$ cat config.mk
export PLATFORM = sky130hd
export DESIGN_NAME = i2c_register_master
export DESIGN_NICKNAME = d
export VERILOG_FILES = /design/src/hw/rtl/i2crm_pkg.sv /design/src/hw/rtl/i2crm_front.sv /design/src/hw/rtl/i2crm_back.sv /design/src/hw/rtl/i2c_register_master.sv
export SDC_FILE = /design/constraint.sdc
export NUM_CORES = 1
export LEC_CHECK = 0
export ABC_AREA = 1
export CAP_MARGIN = 20
export CELL_PAD_IN_SITES_DETAIL_PLACEMENT = 1
export CELL_PAD_IN_SITES_GLOBAL_PLACEMENT = 2
export CORE_MARGIN = 10
export CORE_UTILIZATION = 35
export DETAILED_ROUTE_END_ITERATION = 10
export DONT_BUFFER_PORTS = 1
export GPL_TIMING_DRIVEN = 0
export PLACE_DENSITY = 0.81
export SYNTH_ARGS = -nofsm -noshare
export SYNTH_HDL_FRONTEND = slang
export SYNTH_HIERARCHICAL = 1
export SYNTH_SLANG_ARGS = --single-unit
$ cat constraint.sdc
create_clock -name clk -period 3 [get_ports clk]
set_clock_uncertainty 0.1 [all_clocks]
set_input_delay 0.45 -clock clk [delete_from_list [all_inputs] [get_ports clk]]
set_output_delay 0.45 -clock clk [all_outputs]
set_load 0.02 [all_outputs]
$ cat src/hw/rtl/i2crm_pkg.sv
// ----------------------------------------------------------------------------
// i2crm_pkg
// Shared types and codes for the register-access I2C master.
// ----------------------------------------------------------------------------
package i2crm_pkg;

  // request class decided by the front end
  typedef logic [1:0] req_kind_t;
  localparam req_kind_t REQ_TICK  = 2'd0;
  localparam req_kind_t REQ_WRITE = 2'd1;
  localparam req_kind_t REQ_READ  = 2'd2;

  // raw request codes on the input
  localparam logic [1:0] REQ_CODE_WRITE = 2'd1;
  localparam logic [1:0] REQ_CODE_READ  = 2'd2;

  // configuration register indexes
  localparam logic CFG_IDX_HALF_PERIOD = 1'b0;
  localparam logic CFG_IDX_ACK_TIMEOUT = 1'b1;

  localparam logic [15:0] HALF_PERIOD_RESET = 16'd5;
  localparam logic [7:0]  ACK_TIMEOUT_RESET = 8'd250;

  typedef struct packed {
    req_kind_t  kind;
    logic [6:0] dev_addr;
    logic [7:0] reg_sel;
    logic [7:0] write_data;
    logic       sda_in;
  } item_t;

  typedef struct packed {
    logic [15:0] half_period_ticks;
    logic [7:0]  ack_timeout;
  } cfg_t;

  typedef struct packed {
    logic       scl_level;
    logic       sda_drive;
    logic       sda_owned;
    logic       busy_res;
    logic       finished;
    logic       status;
    logic [7:0] read_byte;
  } result_t;

endpackage

$ cat src/hw/rtl/i2crm_front.sv
// ----------------------------------------------------------------------------
// i2crm_front
// Accepts input beats, classifies the request and holds them in a
// two-entry queue for the bus engine.
// ----------------------------------------------------------------------------
module i2crm_front (
  input  logic              clk,
  input  logic              rst_n,
  input  logic              in_valid,
  output logic              in_stall,
  input  logic [1:0]        in_req_type,
  input  logic [6:0]        in_dev_addr,
  input  logic [7:0]        in_reg_sel,
  input  logic [7:0]        in_write_data,
  input  logic              in_sda_in,
  input  logic              pop,
  output logic              q_valid,
  output i2crm_pkg::item_t  q_item
);

  i2crm_pkg::item_t  item;
  i2crm_pkg::item_t  queue_r [2];
  logic              wr_ptr_r;
  logic              wr_ptr_nxt;
  logic              rd_ptr_r;
  logic              rd_ptr_nxt;
  logic [1:0]        count_r;
  logic [1:0]        count_nxt;
  logic              push;

  always_comb begin
    item.dev_addr   = in_dev_addr;
    item.reg_sel    = in_reg_sel;
    item.write_data = in_write_data;
    item.sda_in     = in_sda_in;
    case (in_req_type)
      i2crm_pkg::REQ_CODE_WRITE: item.kind = i2crm_pkg::REQ_WRITE;
      i2crm_pkg::REQ_CODE_READ:  item.kind = i2crm_pkg::REQ_READ;
      default:                   item.kind = i2crm_pkg::REQ_TICK;
    endcase
  end

  assign in_stall = (count_r == 2'd2);
  assign push     = in_valid && !in_stall;
  assign q_valid  = (count_r != 2'd0);
  assign q_item   = queue_r[rd_ptr_r];

  always_comb begin
    wr_ptr_nxt = push ? ~wr_ptr_r : wr_ptr_r;
    rd_ptr_nxt = pop  ? ~rd_ptr_r : rd_ptr_r;
    count_nxt  = count_r + {1'b0, push} - {1'b0, pop};
  end

  always_ff @(posedge clk) begin
    if (push) begin
      queue_r[wr_ptr_r] <= item;
    end
  end

  always_ff @(posedge clk) begin
    if (!rst_n) begin
      wr_ptr_r <= 1'b0;
      rd_ptr_r <= 1'b0;
      count_r  <= 2'd0;
    end else begin
      wr_ptr_r <= wr_ptr_nxt;
      rd_ptr_r <= rd_ptr_nxt;
      count_r  <= count_nxt;
    end
  end

endmodule

$ cat src/hw/rtl/i2crm_back.sv
// ----------------------------------------------------------------------------
// i2crm_back
// Bus engine: advances the SCL/SDA sequencer one tick per queued beat and
// registers the resulting line levels and status.
// ----------------------------------------------------------------------------
module i2crm_back (
  input  logic              clk,
  input  logic              rst_n,
  input  i2crm_pkg::cfg_t   cfg,
  input  logic              q_valid,
  input  i2crm_pkg::item_t  q_item,
  output logic              pop,
  output logic              out_valid,
  input  logic              out_stall,
  output i2crm_pkg::result_t res
);

  localparam logic [3:0] PH_IDLE    = 4'd0;
  localparam logic [3:0] PH_ST_A    = 4'd1;
  localparam logic [3:0] PH_ST_B    = 4'd2;
  localparam logic [3:0] PH_TX_LO   = 4'd3;
  localparam logic [3:0] PH_TX_HI   = 4'd4;
  localparam logic [3:0] PH_TX_TL   = 4'd5;
  localparam logic [3:0] PH_AK_LO   = 4'd6;
  localparam logic [3:0] PH_AK_HI   = 4'd7;
  localparam logic [3:0] PH_AK_POLL = 4'd8;
  localparam logic [3:0] PH_AK_TL   = 4'd9;
  localparam logic [3:0] PH_RX_LO   = 4'd10;
  localparam logic [3:0] PH_RX_HI   = 4'd11;
  localparam logic [3:0] PH_NK_LO   = 4'd12;
  localparam logic [3:0] PH_NK_HI   = 4'd13;
  localparam logic [3:0] PH_SP_LO   = 4'd14;
  localparam logic [3:0] PH_SP_HI   = 4'd15;

  logic [3:0]  phase_r,    phase_nxt;
  logic [15:0] delay_r,    delay_nxt;
  logic [2:0]  bit_idx_r,  bit_idx_nxt;
  logic [7:0]  shift_r,    shift_nxt;
  logic [7:0]  ack_cnt_r,  ack_cnt_nxt;
  logic [6:0]  addr_r,     addr_nxt;
  logic [7:0]  reg_r,      reg_nxt;
  logic [7:0]  data_r,     data_nxt;
  logic        is_read_r,  is_read_nxt;
  logic [7:0]  rx_r,       rx_nxt;
  logic [1:0]  stage_r,    stage_nxt;
  logic        failed_r,   failed_nxt;
  logic        out_valid_r;
  i2crm_pkg::result_t res_r, res_nxt;

  logic [15:0] half;
  logic [15:0] delay_inc;
  logic [7:0]  rx_shift;
  logic [7:0]  stage_byte;
  logic        done;
  logic        bad;

  assign pop       = q_valid && (!out_valid_r || !out_stall);
  assign out_valid = out_valid_r;
  assign res       = res_r;

  assign half      = (cfg.half_period_ticks == 16'd0) ? 16'd1 : cfg.half_period_ticks;
  assign delay_inc = delay_r + 16'd1;
  assign rx_shift  = {shift_r[6:0], q_item.sda_in};

  // byte sent for the current stage
  always_comb begin
    case (stage_r)
      2'd0:    stage_byte = {addr_r, 1'b0};
      2'd1:    stage_byte = reg_r;
      default: stage_byte = is_read_r ? {addr_r, 1'b1} : data_r;
    endcase
  end

  always_comb begin
    phase_nxt   = phase_r;
    delay_nxt   = delay_r;
    bit_idx_nxt = bit_idx_r;
    shift_nxt   = shift_r;
    ack_cnt_nxt = ack_cnt_r;
    addr_nxt    = addr_r;
    reg_nxt     = reg_r;
    data_nxt    = data_r;
    is_read_nxt = is_read_r;
    rx_nxt      = rx_r;
    stage_nxt   = stage_r;
    failed_nxt  = failed_r;
    done        = 1'b0;
    bad         = 1'b0;

    if (phase_r == PH_IDLE) begin
      if (q_item.kind == i2crm_pkg::REQ_WRITE || q_item.kind == i2crm_pkg::REQ_READ) begin
        addr_nxt    = q_item.dev_addr;
        reg_nxt     = q_item.reg_sel;
        data_nxt    = q_item.write_data;
        is_read_nxt = (q_item.kind == i2crm_pkg::REQ_READ);
        stage_nxt   = 2'd0;
        failed_nxt  = 1'b0;
        delay_nxt   = 16'd0;
        phase_nxt   = PH_ST_A;
      end
    end else if (phase_r == PH_AK_POLL) begin
      if (!q_item.sda_in) begin
        delay_nxt = 16'd0;
        phase_nxt = PH_AK_TL;
      end else if (ack_cnt_r >= cfg.ack_timeout) begin
        failed_nxt = 1'b1;
        delay_nxt  = 16'd0;
        phase_nxt  = PH_SP_LO;
      end else begin
        ack_cnt_nxt = ack_cnt_r + 8'd1;
      end
    end else if (delay_inc >= half) begin
      delay_nxt = 16'd0;
      case (phase_r)
        PH_ST_A:  phase_nxt = PH_ST_B;
        PH_ST_B: begin
          shift_nxt   = stage_byte;
          bit_idx_nxt = 3'd0;
          phase_nxt   = PH_TX_LO;
        end
        PH_TX_LO: phase_nxt = PH_TX_HI;
        PH_TX_HI: phase_nxt = PH_TX_TL;
        PH_TX_TL: begin
          shift_nxt = {shift_r[6:0], 1'b0};
          if (bit_idx_r == 3'd7) begin
            ack_cnt_nxt = 8'd0;
            phase_nxt   = PH_AK_LO;
          end else begin
            bit_idx_nxt = bit_idx_r + 3'd1;
            phase_nxt   = PH_TX_LO;
          end
        end
        PH_AK_LO: phase_nxt = PH_AK_HI;
        PH_AK_HI: phase_nxt = PH_AK_POLL;
        PH_AK_TL: begin
          bit_idx_nxt = 3'd0;
          if (stage_r == 2'd0) begin
            stage_nxt = 2'd1;
            shift_nxt = reg_r;
            phase_nxt = PH_TX_LO;
          end else if (stage_r == 2'd1) begin
            stage_nxt = 2'd2;
            if (is_read_r) begin
              bit_idx_nxt = bit_idx_r;
              phase_nxt   = PH_ST_A;
            end else begin
              shift_nxt = data_r;
              phase_nxt = PH_TX_LO;
            end
          end else if (is_read_r) begin
            stage_nxt = 2'd3;
            shift_nxt = 8'd0;
            phase_nxt = PH_RX_LO;
          end else begin
            bit_idx_nxt = bit_idx_r;
            phase_nxt   = PH_SP_LO;
          end
        end
        PH_RX_LO: phase_nxt = PH_RX_HI;
        PH_RX_HI: begin
          shift_nxt = rx_shift;
          if (bit_idx_r == 3'd7) begin
            rx_nxt    = rx_shift;
            phase_nxt = PH_NK_LO;
          end else begin
            bit_idx_nxt = bit_idx_r + 3'd1;
            phase_nxt   = PH_RX_LO;
          end
        end
        PH_NK_LO: phase_nxt = PH_NK_HI;
        PH_NK_HI: phase_nxt = PH_SP_LO;
        PH_SP_LO: phase_nxt = PH_SP_HI;
        default: begin
          phase_nxt = PH_IDLE;
          done      = 1'b1;
          bad       = failed_r;
        end
      endcase
    end else begin
      delay_nxt = delay_inc;
    end
  end

  // line levels follow the phase after this tick
  always_comb begin
    res_nxt.busy_res  = (phase_nxt != PH_IDLE);
    res_nxt.finished  = done;
    res_nxt.status    = bad;
    res_nxt.read_byte = rx_nxt;
    case (phase_nxt)
      PH_ST_B: begin
        res_nxt.scl_level = 1'b1; res_nxt.sda_drive = 1'b0; res_nxt.sda_owned = 1'b1;
      end
      PH_TX_LO, PH_TX_TL: begin
        res_nxt.scl_level = 1'b0; res_nxt.sda_drive = shift_nxt[7];
        res_nxt.sda_owned = 1'b1;
      end
      PH_TX_HI: begin
        res_nxt.scl_level = 1'b1; res_nxt.sda_drive = shift_nxt[7];
        res_nxt.sda_owned = 1'b1;
      end
      PH_AK_LO, PH_AK_TL, PH_RX_LO: begin
        res_nxt.scl_level = 1'b0; res_nxt.sda_drive = 1'b1; res_nxt.sda_owned = 1'b0;
      end
      PH_AK_HI, PH_AK_POLL, PH_RX_HI: begin
        res_nxt.scl_level = 1'b1; res_nxt.sda_drive = 1'b1; res_nxt.sda_owned = 1'b0;
      end
      PH_NK_LO: begin
        res_nxt.scl_level = 1'b0; res_nxt.sda_drive = 1'b1; res_nxt.sda_owned = 1'b1;
      end
      PH_SP_LO: begin
        res_nxt.scl_level = 1'b0; res_nxt.sda_drive = 1'b0; res_nxt.sda_owned = 1'b1;
      end
      default: begin
        res_nxt.scl_level = 1'b1; res_nxt.sda_drive = 1'b1; res_nxt.sda_owned = 1'b1;
      end
    endcase
  end

  always_ff @(posedge clk) begin
    if (pop) begin
      res_r <= res_nxt;
    end
  end

  always_ff @(posedge clk) begin
    if (!rst_n) begin
      phase_r     <= PH_IDLE;
      delay_r     <= 16'd0;
      bit_idx_r   <= 3'd0;
      shift_r     <= 8'd0;
      ack_cnt_r   <= 8'd0;
      addr_r      <= 7'd0;
      reg_r       <= 8'd0;
      data_r      <= 8'd0;
      is_read_r   <= 1'b0;
      rx_r        <= 8'd0;
      stage_r     <= 2'd0;
      failed_r    <= 1'b0;
      out_valid_r <= 1'b0;
    end else begin
      if (pop) begin
        phase_r   <= phase_nxt;
        delay_r   <= delay_nxt;
        bit_idx_r <= bit_idx_nxt;
        shift_r   <= shift_nxt;
        ack_cnt_r <= ack_cnt_nxt;
        addr_r    <= addr_nxt;
        reg_r     <= reg_nxt;
        data_r    <= data_nxt;
        is_read_r <= is_read_nxt;
        rx_r      <= rx_nxt;
        stage_r   <= stage_nxt;
        failed_r  <= failed_nxt;
      end
      if (pop) begin
        out_valid_r <= 1'b1;
      end else if (!out_stall) begin
        out_valid_r <= 1'b0;
      end
    end
  end

endmodule

$ cat src/hw/rtl/i2c_register_master.sv
// ----------------------------------------------------------------------------
// i2c_register_master
// I2C master for single register writes and reads, one bus tick per beat.
// ----------------------------------------------------------------------------
// a taken input beat is written into the queue, then popped by the engine and registered as a result beat
// throughput: one beat per cycle while the output is not stalled, one sequencer step per beat
// the two-entry queue between front end and engine absorbs output stalls
// reset (synchronous, rst_n low): bus idle, queue empty, half period 5,
// acknowledge timeout 250
module i2c_register_master (
  input  logic        clk,
  input  logic        rst_n,
  input  logic        cfg_we,
  input  logic        cfg_index,
  input  logic [15:0] cfg_data,
  input  logic        in_valid,
  output logic        in_stall,
  input  logic [1:0]  in_req_type,
  input  logic [6:0]  in_dev_addr,
  input  logic [7:0]  in_reg_sel,
  input  logic [7:0]  in_write_data,
  input  logic        in_sda_in,
  output logic        out_valid,
  input  logic        out_stall,
  output logic        out_scl_level,
  output logic        out_sda_drive,
  output logic        out_sda_owned,
  output logic        out_busy_res,
  output logic        out_finished,
  output logic        out_status,
  output logic [7:0]  out_read_byte
);

  logic [15:0]        half_period_r;
  logic [7:0]         ack_timeout_r;
  i2crm_pkg::cfg_t    cfg;
  i2crm_pkg::item_t   q_item;
  i2crm_pkg::result_t res;
  logic               q_valid;
  logic               pop;

  always_ff @(posedge clk) begin
    if (!rst_n) begin
      half_period_r <= i2crm_pkg::HALF_PERIOD_RESET;
      ack_timeout_r <= i2crm_pkg::ACK_TIMEOUT_RESET;
    end else if (cfg_we) begin
      case (cfg_index)
        i2crm_pkg::CFG_IDX_HALF_PERIOD: half_period_r <= cfg_data;
        i2crm_pkg::CFG_IDX_ACK_TIMEOUT: ack_timeout_r <= cfg_data[7:0];
        default: ;
      endcase
    end
  end

  assign cfg.half_period_ticks = half_period_r;
  assign cfg.ack_timeout       = ack_timeout_r;

  i2crm_front u_front (
    .clk           (clk),
    .rst_n         (rst_n),
    .in_valid      (in_valid),
    .in_stall      (in_stall),
    .in_req_type   (in_req_type),
    .in_dev_addr   (in_dev_addr),
    .in_reg_sel    (in_reg_sel),
    .in_write_data (in_write_data),
    .in_sda_in     (in_sda_in),
    .pop           (pop),
    .q_valid       (q_valid),
    .q_item        (q_item)
  );

  i2crm_back u_back (
    .clk       (clk),
    .rst_n     (rst_n),
    .cfg       (cfg),
    .q_valid   (q_valid),
    .q_item    (q_item),
    .pop       (pop),
    .out_valid (out_valid),
    .out_stall (out_stall),
    .res       (res)
  );

  assign out_scl_level = res.scl_level;
  assign out_sda_drive = res.sda_drive;
  assign out_sda_owned = res.sda_owned;
  assign out_busy_res  = res.busy_res;
  assign out_finished  = res.finished;
  assign out_status    = res.status;
  assign out_read_byte = res.read_byte;

  // a finishing beat leaves the bus idle
  a_finish_idle: assert property (@(posedge clk) disable iff (!rst_n)
    out_valid && out_finished |-> !out_busy_res && out_scl_level && out_sda_drive)
    else $error("finish beat with bus not idle");

  // a failure is only reported on the finishing beat
  a_status_on_finish: assert property (@(posedge clk) disable iff (!rst_n)
    out_valid && out_status |-> out_finished)
    else $error("status set outside finish");

  // released data line reads back high
  a_release_high: assert property (@(posedge clk) disable iff (!rst_n)
    out_valid && !out_sda_owned |-> out_sda_drive && out_busy_res)
    else $error("released sda not high or idle");

  // engine never pops an empty queue
  a_pop_has_item: assert property (@(posedge clk) disable iff (!rst_n)
    pop |-> q_valid)
    else $error("pop from empty queue");

endmodule

==> tab_implementation.tex, run 1 <==
\begin{tabular}{lr}
\hline
Metric & Value \\
\hline
\multicolumn{2}{l}{\textbf{Outcome}} \\
\quad Result of the run & finished with violations \\
\quad Failing checks & setup timing \\
\multicolumn{2}{l}{\textbf{Power}} \\
\quad Worst-case vdd ir drop & a little under 0.0004 V \\
\quad Leakage power summed over all cells & 0.00461 µW \\
\quad Overall power & 10800 µW \\
\quad Power density cells & 984 nW/µm² \\
\multicolumn{2}{l}{\textbf{Finish}} \\
\quad Final Instance Area & 11000 µm² \\
\quad Fraction of layout instances using a drive strength above 1 & 24.9\% \\
\quad Fill cells & 2768 \\
\quad Util after Layout & between 40\% and 50\% \\
\quad Total number of nets in the final design & between 1000 and 1500 \\
\quad Final cell count without fillers & 1435 \\
\quad Footprint of the multi-input gates & about 4400 µm² \\
\quad Register area & 4080 µm² \\
\quad Most common library cell in the layout ignoring fill and taps & nand2\_1 \\
\quad Syn-to-layout area delta & 29.1\% \\
\quad Antenna diode count & 0 \\
\quad Top library cells by usage in the layout, fill and taps aside & 145 x nand2\_1, 124 x inv\_1, 114 x nor2\_1 \\
\multicolumn{2}{l}{\textbf{Floorplanning}} \\
\quad Die area & 31000 µm² \\
\quad Die width & 176 µm \\
\quad Initial core utilization & roughly a third \\
\quad Site Rows & between 50 and 60 \\
\quad Number of top-level design ports & 64 \\
\quad Die height & 176 µm \\
\quad Core area & 24200 µm² \\
\multicolumn{2}{l}{\textbf{Timing}} \\
\quad Max-slew headroom & roughly two fifths \\
\quad Crit path time final & 3.19 ns \\
\quad Worst setup margin & -0.194 ns \\
\quad Setup repair after global routing missed its margin & true \\
\quad Highest clock rate & 313 MHz \\
\quad Final hold viol count & 0 \\
\quad Max Transition Viols Final & 0 \\
\quad Transition time at the pin with the least slew margin & 0.893 ns \\
\quad Final period utilization & 106\% \\
\quad Final-report setup violation count & 54 \\
\multicolumn{2}{l}{\textbf{Drt}} \\
\quad DRT antenna net count & 0 \\
\quad Iter 0 DRT Violations & 325 \\
\quad Number of detailed-routing iterations run before antenna repair & 4 \\
\quad Routed WL & 24900 µm \\
\quad Vias after detailed routing & 7139 \\
\quad Post-route DRC violation count & 0 \\
\quad Avg WL per Cell & about 17 µm \\
\quad Via density per instance & just under 5 \\
\multicolumn{2}{l}{\textbf{Flow run}} \\
\quad Count of maximum capacitance violations & 0 \\
\multicolumn{2}{l}{\textbf{Clock tree}} \\
\quad CTS tree & yes \\
\quad H-tree depth & 4 \\
\quad Clk Latency, worst-skew pair & 0.44 ns \\
\quad Clock root buffer & clkbuf\_16 \\
\quad Clock sink count & 170 \\
\quad Max clock buf depth & 2 \\
\quad CTS clock-pin slew for the worst setup and hold paths & about 0.080 ns \\
\quad Number of buffers inserted during clock tree synthesis & 17 \\
\multicolumn{2}{l}{\textbf{Setup path}} \\
\quad Crit Path Max Fanout & 5 \\
\quad Endpoint type of the worst setup path & flip-flop \\
\quad Arrival time of data at the critical path endpoint & between 3 and 4 ns \\
\quad CP Class & flip-flop to flip-flop \\
\quad Setup slack of the most critical reg-to-reg path & -0.19 ns \\
\quad Startpoint kind of the worst setup timing path & flip-flop \\
\quad Endpoint required time on the critical path & around 3.1 ns \\
\multicolumn{2}{l}{\textbf{Place}} \\
\quad Final Wtd Congestion & 0.816 \\
\quad Setup slack at placement & -0.762 ns \\
\quad Placed wire-length estimate after detailed placement & 16900 µm \\
\quad DP Area & 8960 µm² \\
\quad Placed cell count & 1337 \\
\quad Input/output buffers & 0 \\
\multicolumn{2}{l}{\textbf{Yosys}} \\
\quad Synth Area in Compound Gates & 11.4\% \\
\quad Post-synthesis sequential area ratio & a little under half \\
\quad Yosys warnings & 6 \\
\quad Async S/R FF share, synth & 0\% \\
\quad Mapped Cells & slightly above 1000 \\
\quad Flip-flop cell with the highest count after synthesis & dfxtp\_1 \\
\quad Post-Synthesis Mean Instance Area & 8.43 µm² \\
\quad Adder-cell share of the synthesized area & 4.55\% \\
\quad Number of register bits inferred by synthesis & 170 \\
\quad Post-synth design cell area & 8530 µm² \\
\quad Mux share of post-synthesis cell area & 4.31\% \\
\quad Library cells used by synthesis & 45 \\
\quad XOR/XNOR Fraction of Synth Area & approximately 1.7\% \\
\quad Simple logic cell fraction of the synthesized area & 21.3\% \\
\quad Post-synth net total & 1091 \\
\quad Dominant combinational cell family by area after synthesis & simple AND/OR/NAND/NOR gates \\
\quad Post-synth EDFFs & between 60 and 70 \\
\multicolumn{2}{l}{\textbf{Global routing}} \\
\quad Overall fraction of global-route tracks in use & 15.9\% \\
\quad Antenna violations before repair & 0 \\
\quad Final global-route overflow total & 0 \\
\quad Maximum number of pins on one net before global-route repair & 27 \\
\quad Number of global-route vias before repair & 7446 \\
\quad Wire length of the first global-routing pass & 40000 µm \\
\multicolumn{2}{l}{\textbf{Hold path}} \\
\quad Worst hold path class & primary input to flip-flop \\
\hline
\end{tabular}
per-layer routing:
metal | part of all wire, % | wire length [µm] | vias up | GRT usage, %
met4 | 1.6 | 396 | 0 | 5.02
li1 | - | - | 3543 | -
met2 | 49 | 12300 | 89 | 26.9
met5 | 0 | 0 | - | 0
met3 | 3.5 | 870 | 25 | 3.05
met1 | 46 | 11300 | 3482 | 20.2
cell families after synthesis:
logic type / count (synthesis)
compound gates: 176
xor+xnor: 17
fa+ha+maj: 31
buf+inv: 182
flops: 170
mux: 26
simple gates: 410
repair_timing:
item,in CTS,in global routing
endpoints found under the setup margin,64,65
gates cloned,2,1
hold endpoints to repair,49,0
gates resized for setup,119,82
hold buffers,25,0
pin swaps,25,34
buffers inserted,27,11
where the power goes:
group	total (µW)	internal (µW)	switching, µW
sequential	3570	3070	498
clock	2320	1160	1170
combinational	4940	1940	3000
critical path, stage by stage (launching register included):
cell and delay [ns]:
dfxtp_4 0.39, ha_4 0.16, nand3_4 0.08, nor2_4 0.13, nand2_4 0.08, nor3_4 0.17, buf_6 0.14, xor2_4 0.19
ha_1 0.26, nand2_1 0.08, inv_2 0.04, nand2_1 0.08, a21oi_2 0.08, nor2_4 0.18, buf_6 0.17, nand3_4 0.08
nand3_4 0.16, inv_4 0.06, nand3_1 0.06, nand2_1 0.08, nor2_1 0.09, nand3_1 0.08
sequential cells by signal, summed over array words and instances, names as in the netlist, 2 cells and up, named ones only:
signal / cells
u_back/addr_r: 7
u_front/queue_r: 52
u_back/delay_r: 16
u_back/reg_r: 8
u_back/res: 14
half_period_r: 16
u_front/count_r: 2
u_back/ack_cnt_r: 8
u_back/shift_r: 8
u_back/stage_r: 2
u_back/bit_idx_r: 3
ack_timeout_r: 8
u_back/phase_r: 4
u_back/rx_r: 8
u_back/data_r: 8
metrics by stage:
stage | hold slack [ns] | TNS, ns
3_3_place_gp | 0.348 | -36.91
5_1_grt | 0.0293 | -12.95
6_report | 0.0313 | -4.47
3_5_place_dp | 0.362 | -37.17
2_1_floorplan | 0.330 | 0
4_1_cts | 0.0148 | -2.13
layout make-up:
class | count | share of cell area (%)
buffer | 30 | 2.02
clock buffer | 17 | 3.86
clock inverter | 15 | 1.97
inverter | 152 | 5.43
multi-input combinational | 660 | 39.9
sequential | 170 | 37.1
tap | 324 | 3.68
timing repair buffer | 67 | 6.09
final timing paths:
path,endpoint,from,cells past startpoint
hold / removal,u_front/wr_ptr_r,rst_n,2
setup / recovery,u_back/res[12],u_back/delay_r[0],21
hold reg to reg,u_back/failed_r,u_back/failed_r,2
setup reg to reg,u_back/res[12],u_back/delay_r[0],21
Yosys cell counts, types with 12 or more instances:
library cell,count,share of area (%)
nand2_1,165,7.3
inv_1,129,5.7
nor2_1,125,5.5
dfxtp_1,104,24
a21oi_1,69,4.0
edfxtp_1,66,23
nand3_1,57,3.3
o21ai_0,50,2.9
ha_1,31,4.5
o21ai_1,21,1.2
inv_2,20,0.88
mux2_4,20,3.5
nor3_1,14,0.82
xor2_1,14,1.4
a211oi_1,13,1.1
clkbuf_1,13,0.57
nand4_1,12,0.88
(Power assumes the default switching activity.)
==> run 2: changes to the inputs <==
--- a/config.mk
+++ b/config.mk
@@ -16,4 +16,5 @@
 export GPL_TIMING_DRIVEN = 0
 export PLACE_DENSITY = 0.81
+export REMOVE_ABC_BUFFERS = 1
 export SYNTH_ARGS = -nofsm -noshare
 export SYNTH_HDL_FRONTEND = slang
==> constraint.sdc (replaced) <==
create_clock -name clk -period 3 [get_ports clk]
set_clock_uncertainty 0.1 [all_clocks]
set_input_delay 0.45 -clock clk [delete_from_list [all_inputs] [get_ports clk]]
set_output_delay 0.45 -clock clk [all_outputs]
set_load 0.05 [all_outputs]
==> tab_implementation.tex, run 2 (same netlist as run 1, synthesis figures left out) <==
\begin{tabular}{lr}
\hline
Metric & Value \\
\hline
\multicolumn{2}{l}{\textbf{Drt}} \\
\quad Via density per instance & 4.96 (-0.24\%) \\
\quad Number of detailed-routing iterations run before antenna repair & 4 (unchanged) \\
\quad Post-route DRC violation count & 0 (unchanged) \\
\quad Vias after detailed routing & 6958 (-2.5\%) \\
\quad DRT antenna net count & 0 (unchanged) \\
\quad Avg WL per Cell & 16.1 µm (-7.5\%) \\
\quad Iter 0 DRT Violations & 290 (-11\%) \\
\quad Routed WL & 22500 µm (-9.6\%) \\
\multicolumn{2}{l}{\textbf{Timing}} \\
\quad Hold slack & 0.0272 ns (-0.00416 ns) \\
\quad Transition time at the pin with the least slew margin & 0.801 ns (-0.0916 ns) \\
\quad Max-slew headroom & 46.5\% (+6.2 points) \\
\quad Worst setup margin & -0.0655 ns (+0.129 ns) \\
\quad Final period utilization & 102\% (-4.3 points) \\
\quad Highest clock rate & 326 MHz (+4.2\%) \\
\quad Crit path time final & 3.07 ns (-0.129 ns) \\
\quad Max Transition Viols Final & 0 (unchanged) \\
\quad Final-report setup violation count & 21 (-61\%) \\
\quad Final hold viol count & 0 (unchanged) \\
\quad Setup repair after global routing missed its margin & true \\
\multicolumn{2}{l}{\textbf{Global routing}} \\
\quad Wire length of the first global-routing pass & 36900 µm (-7.5\%) \\
\quad Number of global-route vias before repair & 7154 (-3.9\%) \\
\quad Final global-route overflow total & 0 (unchanged) \\
\quad Overall fraction of global-route tracks in use & 14.6\% (-1.3 points) \\
\quad Antenna violations before repair & 0 (unchanged) \\
\quad Maximum number of pins on one net before global-route repair & 57 (+110\%) \\
\multicolumn{2}{l}{\textbf{Place}} \\
\quad Placed cell count & 1309 (-2.1\%) \\
\quad Placed wire-length estimate after detailed placement & 14800 µm (-12\%) \\
\quad Setup slack at placement & -0.959 ns (-0.197 ns) \\
\quad Final Wtd Congestion & 0.784 (-4.0\%) \\
\quad Input/output buffers & 0 (unchanged) \\
\quad DP Area & 8820 µm² (-1.6\%) \\
\multicolumn{2}{l}{\textbf{Finish}} \\
\quad Final Instance Area & 10600 µm² (-3.5\%) \\
\quad Final cell count without fillers & 1402 (-2.3\%) \\
\quad Largest register FFs & 52 (unchanged) \\
\quad Fraction of layout instances using a drive strength above 1 & 22.8\% (-2.1 points) \\
\quad Top library cells by usage in the layout, fill and taps aside & 141 x nand2\_1, 124 x inv\_1, 118 x nor2\_1 \\
\quad Antenna diode count & 0 (unchanged) \\
\quad Syn-to-layout area delta & 24.6\% \\
\quad Regs by FF count & u\_front/queue\_r x52, half\_period\_r x16, u\_back/delay\_r x16 \\
\quad Most common library cell in the layout ignoring fill and taps & nand2\_1 \\
\quad Register with the most flip-flops & u\_front/queue\_r \\
\quad Total number of nets in the final design & 1144 (-2.8\%) \\
\multicolumn{2}{l}{\textbf{Power}} \\
\quad Switching share of total power & 43.9\% (+0.78 points) \\
\quad Leakage power summed over all cells & 0.00444 µW (-3.8\%) \\
\quad Combinational cell fraction of total power & 41.4\% (-4.2 points) \\
\quad Power density cells & 995 nW/µm² (+1.1\%) \\
\quad Flop pwr share & 36.6\% (+3.7 points) \\
\quad Cell internal pwr & 5940 µW (-3.8\%) \\
\quad Switching power total & 4640 µW (-0.67\%) \\
\quad Overall power & 10600 µW (-2.4\%) \\
\quad Clock group share of total power & 22.0\% (+0.6 points) \\
\quad Worst-case vdd ir drop & 0.000547 V (+39\%) \\
\multicolumn{2}{l}{\textbf{Floorplanning}} \\
\quad Die height & 176 µm (unchanged) \\
\quad Die area & 31000 µm² (unchanged) \\
\quad Number of top-level design ports & 64 (unchanged) \\
\quad Site Rows & 57 (unchanged) \\
\quad Die width & 176 µm (unchanged) \\
\quad Core area & 24200 µm² (unchanged) \\
\quad Initial core utilization & 35.3\% (unchanged) \\
\multicolumn{2}{l}{\textbf{Setup path}} \\
\quad Crit Path Max Fanout & 8 (+3) \\
\quad Slowest Stage Delay on Critical Path & 0.38 ns (about the same) \\
\quad Cell repeated most along the worst path & nor2\_4 \\
\quad Ordered list of cells on the worst path & nand2\_1, nor2\_4, inv\_2, nor3\_4, nand2\_2, xnor2\_2, ha\_1, a21oi\_2, o21ai\_2, nor2\_4, nand2\_8, nand2\_4, nand3\_4, nor2\_4, nand2\_1, nand3\_1, nand3\_1 \\
\quad Critical path's slowest cell & dfxtp\_1 \\
\quad Arrival time of data at the critical path endpoint & 3.16 ns (-0.12 ns) \\
\quad Endpoint required time on the critical path & 3.10 ns (about the same) \\
\quad Startpoint kind of the worst setup timing path & flip-flop \\
\quad Endpoint type of the worst setup path & flip-flop \\
\quad CP Class & flip-flop to flip-flop \\
\multicolumn{2}{l}{\textbf{Clock tree}} \\
\quad CTS clock-pin slew for the worst setup and hold paths & 0.07 ns (about the same) \\
\quad H-tree depth & 4 (unchanged) \\
\quad Clk Latency, worst-skew pair & 0.45 ns (about the same) \\
\quad Clock sink count & 170 (unchanged) \\
\quad Clock root buffer & clkbuf\_16 \\
\quad Number of buffers inserted during clock tree synthesis & 17 (unchanged) \\
\quad CTS tree & yes \\
\quad Max clock buf depth & 2 (unchanged) \\
\multicolumn{2}{l}{\textbf{Outcome}} \\
\quad Result of the run & finished with violations \\
\quad Failing checks & setup timing \\
\multicolumn{2}{l}{\textbf{Flow run}} \\
\quad Count of maximum capacitance violations & 0 (unchanged) \\
\multicolumn{2}{l}{\textbf{Hold path}} \\
\quad Worst hold path class & primary input to flip-flop \\
\hline
\end{tabular}
[run 2: cell types whose count changed in the layout (fill, tap and decap cells not counted), moves of 5 or more]
| cell | previous run | this run |
|---|---|---|
| buf_6 | 19 | 4 |
| buf_2 | 5 | 0 |
| nand2_4 | 15 | 10 |
| o21ai_2 | 9 | 14 |
| nand3_2 | 10 | 5 |
| nand2_2 | 15 | 24 |
| nand3_1 | 41 | 48 |
| clkbuf_1 | 12 | 0 |
[run 2: power by group through the flow]
| stage | Clock [µW] | Sequential (µW) | Combinational (µW) |
|---|---|---|---|
| finish | 2330 | 3870 | 4380 |
| global route | 2480 | 3950 | 4910 |
| CTS | 2400 | 3860 | 3910 |
| detailed placement | 0 | 3870 | 3310 |
| global placement | 0 | 3860 | 3150 |
| floorplan | 0 | 3730 | 2450 |
[run 2: through the flow]
step                      TNS [ns]  utilization, %
after global placement      -88.05            36.1
after global routing        -11.34            44.0
after floorplan              -4.16               -
final                       -0.574            44.0
after detailed placement    -58.47            36.5
after CTS                    -2.94            42.2
[run 2: final timing paths]
kind                                        start               end  slack, ns  cells after the start
worst max-delay path            u_back/delay_r[7]    u_back/res[12]      -0.07                     17
worst min-delay path                  cfg_data[4]  ack_timeout_r[4]       0.03                      2
worst max register to register  u_back/delay_r[7]    u_back/res[12]      -0.07                     17
worst min register to register    u_back/reg_r[0]   u_back/reg_r[0]       0.37                      2
[run 2: timing repair]
item	CTS	global route
resized for setup	83	69
hold buffers	25	0
endpoints found under the hold margin	57	0
pin swaps	26	32
setup endpoints to repair	90	89
buffers inserted	17	16
cloned	2	0
[run 2: critical path, delay by kind of cell (launching register included)]
kind	cells	cell delay, ns
flip-flops	1	0.38
adder cells (fa/ha/maj)	1	0.33
buffers and inverters	1	0.07
AND/OR/NAND/NOR	12	1.53
XOR/XNOR	1	0.15
AO/OA/AOI/OAI	2	0.25
[run 2: area by class of cell]
cell class / count / area [µm²]
Fill cell: 2789 / 13600
Multi-Input combinational cell: 662 / 4290
Sequential cell: 170 / 4090
Timing Repair Buffer: 62 / 623
Inverter: 152 / 581
Clock buffer: 17 / 425
Tap cell: 324 / 405
Clock inverter: 15 / 211
[run 2: routing by layer]
| metal | track usage [%] | wire length [µm] |
|---|---|---|
| met1 | 19.1 | 10700 |
| met5 | 0 | 0 |
| met2 | 23.8 | 11000 |
| met3 | 2.97 | 601 |
| met4 | 4.42 | 193 |
